**config.mk**
```make
export PLATFORM = sky130hd
export DESIGN_NAME = pli_cell
export DESIGN_NICKNAME = d
export VERILOG_FILES = /design/src/rtl/pli_pkg.sv /design/src/rtl/pli_cell.sv
export SDC_FILE = /design/constraint.sdc
export NUM_CORES = 1
export LEC_CHECK = 0
export CORE_AREA = 4 4 66 68
export DETAILED_ROUTE_END_ITERATION = 7
export DIE_AREA = 0 0 70 72
export DONT_BUFFER_PORTS = 1
export PLACE_DENSITY = 0.79
export SYNTH_ARGS = -nofsm -noshare
export SYNTH_HDL_FRONTEND = slang
export SYNTH_SLANG_ARGS = --single-unit
```
**constraint.sdc**
```tcl
create_clock -name clk -period 5.1 [get_ports clk]
set_input_delay 1.02 -clock clk [delete_from_list [all_inputs] [get_ports clk]]
set_output_delay 1.02 -clock clk [all_outputs]
set_load 0.005 [all_outputs]
```
**src/rtl/pli_pkg.sv**
```systemverilog
// ----------------------------------------------------------------------------
// pli_pkg: shared types and constants of the positional list
// Sizes, operation and status codes, and the control word broadcast to cells.
// ----------------------------------------------------------------------------
package pli_pkg;

	// list capacity and derived widths
	localparam int DEPTH = 64;
	localparam int IDX_W = $clog2(DEPTH);
	localparam int CNT_W = $clog2(DEPTH + 1);
	localparam int POS_W = 8;
	localparam int DATA_W = 32;
	// compare width: room for position, count and count+1
	localparam int CMP_W = ((CNT_W > POS_W) ? CNT_W : POS_W) + 1;

	// read-out OR tree grouping
	localparam int GRP = 8;
	localparam int NGRP = (DEPTH + GRP - 1) / GRP;

	// operation codes
	typedef enum logic [1:0] {
		FN_INS  = 2'd0,
		FN_DEL  = 2'd1,
		FN_RD   = 2'd2,
		FN_NOP  = 2'd3
	} func_t;

	// result status codes
	typedef enum logic [1:0] {
		ST_OK    = 2'd0,
		ST_FULL  = 2'd1,
		ST_EMPTY = 2'd2,
		ST_RANGE = 2'd3
	} status_t;

	// control word broadcast along the row of cells
	typedef struct packed {
		logic             ins;
		logic             del;
		logic             rd;
		logic [IDX_W-1:0] idx;
	} cell_ctl_t;

endpackage

```
**src/rtl/pli_cell.sv**
```systemverilog
// ----------------------------------------------------------------------------
// pli_cell: one storage cell of the positional list
// Holds one word; on insert takes its left neighbour or the new word, on delete its right.
// ----------------------------------------------------------------------------
module pli_cell (
	input  logic                      clk,
	input  pli_pkg::cell_ctl_t        ctl,
	input  logic [pli_pkg::IDX_W-1:0] my_index,
	input  logic [pli_pkg::DATA_W-1:0] ins_word,
	input  logic [pli_pkg::DATA_W-1:0] left_word,
	input  logic [pli_pkg::DATA_W-1:0] right_word,
	output logic [pli_pkg::DATA_W-1:0] word,
	output logic [pli_pkg::DATA_W-1:0] rd_word
);

	logic [pli_pkg::DATA_W-1:0] word_q;
	logic [pli_pkg::DATA_W-1:0] word_d;

	// next word: shift right past the insert point, left from the delete point
	always_comb begin
		word_d = word_q;
		priority if (ctl.ins && (my_index > ctl.idx)) begin
			word_d = left_word;
		end else if (ctl.ins && (my_index == ctl.idx)) begin
			word_d = ins_word;
		end else if (ctl.del && (my_index >= ctl.idx)) begin
			word_d = right_word;
		end else begin
			word_d = word_q;
		end
	end

	always_ff @(posedge clk) begin
		word_q <= word_d;
	end

	assign word = word_q;
	// masked read-out, zero unless this cell is addressed
	assign rd_word = (ctl.rd && (my_index == ctl.idx)) ? word_q : '0;

endmodule
```
# Word-level counts from Yosys, hierarchy flattened
# Cells that the tools add are included.
dict set report word_totals {
  register_bits 32
  output_inout_bits 64
  input_bits 112
}
dict set report op_classes {
  eq_ne 1
  n_reduce_logical 5
  n_mux 4
  order_cmp 2
}
# operator n
set op_table {}
lappend op_table {{$mux 32} 4}
lappend op_table {{$eq 6x6->1} 1}
lappend op_table {{$ge 6x6->1} 1}
lappend op_table {{$gt 6x6->1} 1}
lappend op_table {{$logic_and 1x1->1} 4}
lappend op_table {{$reduce_bool 3->1} 1}

# Longest topological paths before layout
dict set report depth {
  ltp_word 5
  depth_mapped 7
}

# Worst setup path before layout
# No wires, ideal clock.
dict set report synth_path {
  kind {input to register}
  from {in ctl[5] (netlist bit)}
  to {reg word_q, in the netlist word[0], enable pin}
  t_arrival_ns 2.733
  required_time_ns 4.709
  slack_ns 1.976
  path_stages 6
  setup_ns 0.391
  path_cell_list {inv_1 ha_1 nand4_1 nor2_1 clkbuf_1 o22a_1}
}
dict set report synth_between {
  elab_chain_len 3
  word_cells_on_any_way 7
}
# item line
set synth_rtl {}
lappend synth_rtl {{start, declared} pli_cell.sv:7} ;# input pli_pkg::cell_ctl_t ctl,
lappend synth_rtl {{$gt 6x6->1, or another cell as far along} pli_cell.sv:22} ;# priority if (ctl.ins && (my_index > ctl.idx)) begin
lappend synth_rtl {{$logic_and 1x1->1 (on tied branches)} {pli_cell.sv:22, pli_cell.sv:24, pli_cell.sv:26}}
lappend synth_rtl {{$reduce_bool 3->1 (no source line) (*)} n/a}
lappend synth_rtl {{end signal, assigned} pli_cell.sv:34} ;# word_q <= word_d;
lappend synth_rtl {{end, declared} pli_cell.sv:16} ;# logic [pli_pkg::DATA_W-1:0] word_q;
# Mark *: on every way between the ends. The rest lies on a longest branch, timed or not.
# A chain may end at the register's enable or synchronous reset.

# Worst setup path in the final report
dict set report layout_path {
  from {in ctl[5] (netlist bit)}
  to {out rd_word[23] (netlist bit)}
}
dict set report layout_between {
  elab_chain_len 3
}
# item line
set layout_rtl {}
lappend layout_rtl {{$eq 6x6->1} pli_cell.sv:39} ;# assign rd_word = (ctl.rd && (my_index == ctl.idx)) ? word_q : '0;
lappend layout_rtl {{$logic_and 1x1->1} pli_cell.sv:39}
lappend layout_rtl {{$mux 32} pli_cell.sv:39}
lappend layout_rtl {{end, declared} pli_cell.sv:13} ;# output logic [pli_pkg::DATA_W-1:0] rd_word
# Every way passes these cells.

==> impl_metrics.yaml <==
cells_and_area:
  fillers: 295
  final_cell_mix: "60 x mux2_4, 32 x and3_1, 32 x edfxtp_1"
  nets: 281
  regArea_um2: 961
  antenna_cells: 0
  multi_input_area_um2: 1320
  largest_register_ffs: 32
  final_common_cell: "mux2_4"
  layout-drive-gt1-share_pct: 45.7
  syn2layout_area_growth_pct: 4.40
critical_path:
  crit_path_top_delay_cell: "ha_1"
  critPathBufInv: 2
  crit_path_max_incr_delay_ns: 0.32
  crit_path_max_fanout: 33
  path_cells: "inv_1 -> ha_1 -> nand4_1 -> nor2_1 -> buf_4 -> and3_1"
  worstSetupEndpointType: "output pin"
  crit_arrival_ns: 2.13
  crit_type: "in2out"
  critPathTopFamily: "simple AND/OR/NAND/NOR gates"
  start_kind: "input pin"
  required_ns: 4.08
power_and_ir_drop:
  p_leak_nw: 1.25
  p_total_w: 0.000731
  ir_worst_vdd_uv: 168
  power.density_nw_per_um2: 294
clock_tree:
  htree_levels: 2
  cts_root_buffer: "clkbuf_8"
  post_cts_resized: 0
  cts_setup_buffers: 0
  cts_made_buffers: 5
  cts_sinks: 32
  clk_pin_slew_ns: 0.07
  cts_buffer_depth: 2
  cts_tree: "built"
  ctsHoldBuffers: 0
route:
  vias: 1403
  wl_per_cell_um: 25.4
  wl_um: 5430
  dr.pass1.iters: 4
  ant_nets: 0
  drc: 0
  drtIter0Drc: 59
  viasPerCell: 6.56
sta:
  rsz0062_at_grt: "no"
  min_period_ns: 3.15
  fin_ws_ns: 1.95
  final_max_slew_viol_count: 0
  final.setup.tns_ns: 0
  finalHoldViolCount: 0
  fin_crit_sh_pct: 61.8
  max_slew_margin_pct: 21.9
  fmax_mhz: 317
  max_slew.worst_pin.slew_ns: 1.17
  setup_viol: 0
place:
  gp_congestion: 0.888
  post-place-ws_ns: 1.66
  io_buffers: 0
  place_hpwl_um: 4160
outcome:
  outcome: "complete, no violations"
synthesis:
  netlist_instances: 166
  synth_area_um2: 2390
  yosys.cell_types.count: 21
  ys_seq_elements: 32
  postSynthAreaPerCell_um2: 14.4
  yosysTopAreaCell: "edfxtp_1"
  synth_top_area_share_pct: 40.3
  synth.top_cells.by_area: "edfxtp_1 40%, mux2_4 38%, and3_1 8.4%, ha_1 3.1%, mux2_2 1.9%"
  yosysSeqAreaShare_pct: 40.3
  syn_nets: 284
  ys_warn_count: 0
grt:
  grt_pass1_wl_um: 7990
  first_global_vias: 1513
  overflow: 0
  grt_max_degree: 34
  antenna_found_initial: 0
  grt_use_total_pct: 20.1
worst_hold_path:
  min_path_type: "in2reg"
floorplan:
  start_util_pct: 61.9
  coreArea_um2: 3860
  num_rows: 23
  io_pins: 176
  die-width_um: 70
  die_h_um: 72
  die-area_um2: 5040
run:
  cap_violations: 0
==> through the flow <==
stage | cells | utilization [%] | cell area (µm²) | hold WS (ns)
floorplan | 166 | - | 2390 | 1.24
global placement | 206 | 61.8 | 2380 | 1.24
detailed placement | 206 | 61.8 | 2380 | 1.24
CTS | 214 | 64.6 | 2490 | 0.947
global route | 214 | 64.6 | 2490 | 0.936
finish | 214 | 64.6 | 2490 | 0.954
==> cell type report <==
cell class,instances,share of cell area (%)
well taps,50,2.51
repair buffers,2,0.603
flip-flops and latches,32,38.6
clock inverters,3,1.51
multi-input cells,116,53.1
inverters,6,0.904
clock buffers,5,2.76
==> cells by family (layout without fill, tap and decap cells) <==
kind of cell	Yosys count	after routing	share of synthesized area (%)
compound gates	6	6	1.68
fa+ha+maj	6	6	3.15
buf+inv	18	16	4.25
flops	32	32	40.3
mux	64	64	39.6
simple gates	40	40	11.0
==> cell usage after synthesis, drive strengths merged <==
library cell  number
o22a               1
and4               1
a21o               1
mux2              64
buf                6
and3              32
edfxtp            32
ha                 6
clkbuf             6
nand2              1
nor2               1
nand4              2
a31o               1
inv                6
a21oi              1
nand3              2
nor2b              1
o21ai              2
==> power breakdown <==
| part | leakage [nW] | internal (W) | switching [W] |
|---|---|---|---|
| Combinational | 0.896 | 0.0000709 | 0.0000470 |
| Sequential | 0.304 | 0.000346 | 0.0000328 |
| Clock | 0.0532 | 0.000142 | 0.0000930 |
| Total | 1.25 | 0.000559 | 0.000173 |
==> metal layers <==
layer	vias to the layer above	wire length, µm	global-route usage [%]
met4	0	63	5.96
met3	8	500	6.09
met2	106	2910	36.9
met1	665	1950	22.6
li1	624	-	-
met5	-	0	0
==> path summary, 6_finish.rpt <==
kind / slack (ns) / depth (start not counted) / end / startpoint
worst max-delay path: 1.95 / 6 / rd_word[23] / ctl[5]
worst min-delay path: 0.95 / 1 / word[11] / left_word[11]
(Power assumes the default switching activity.)
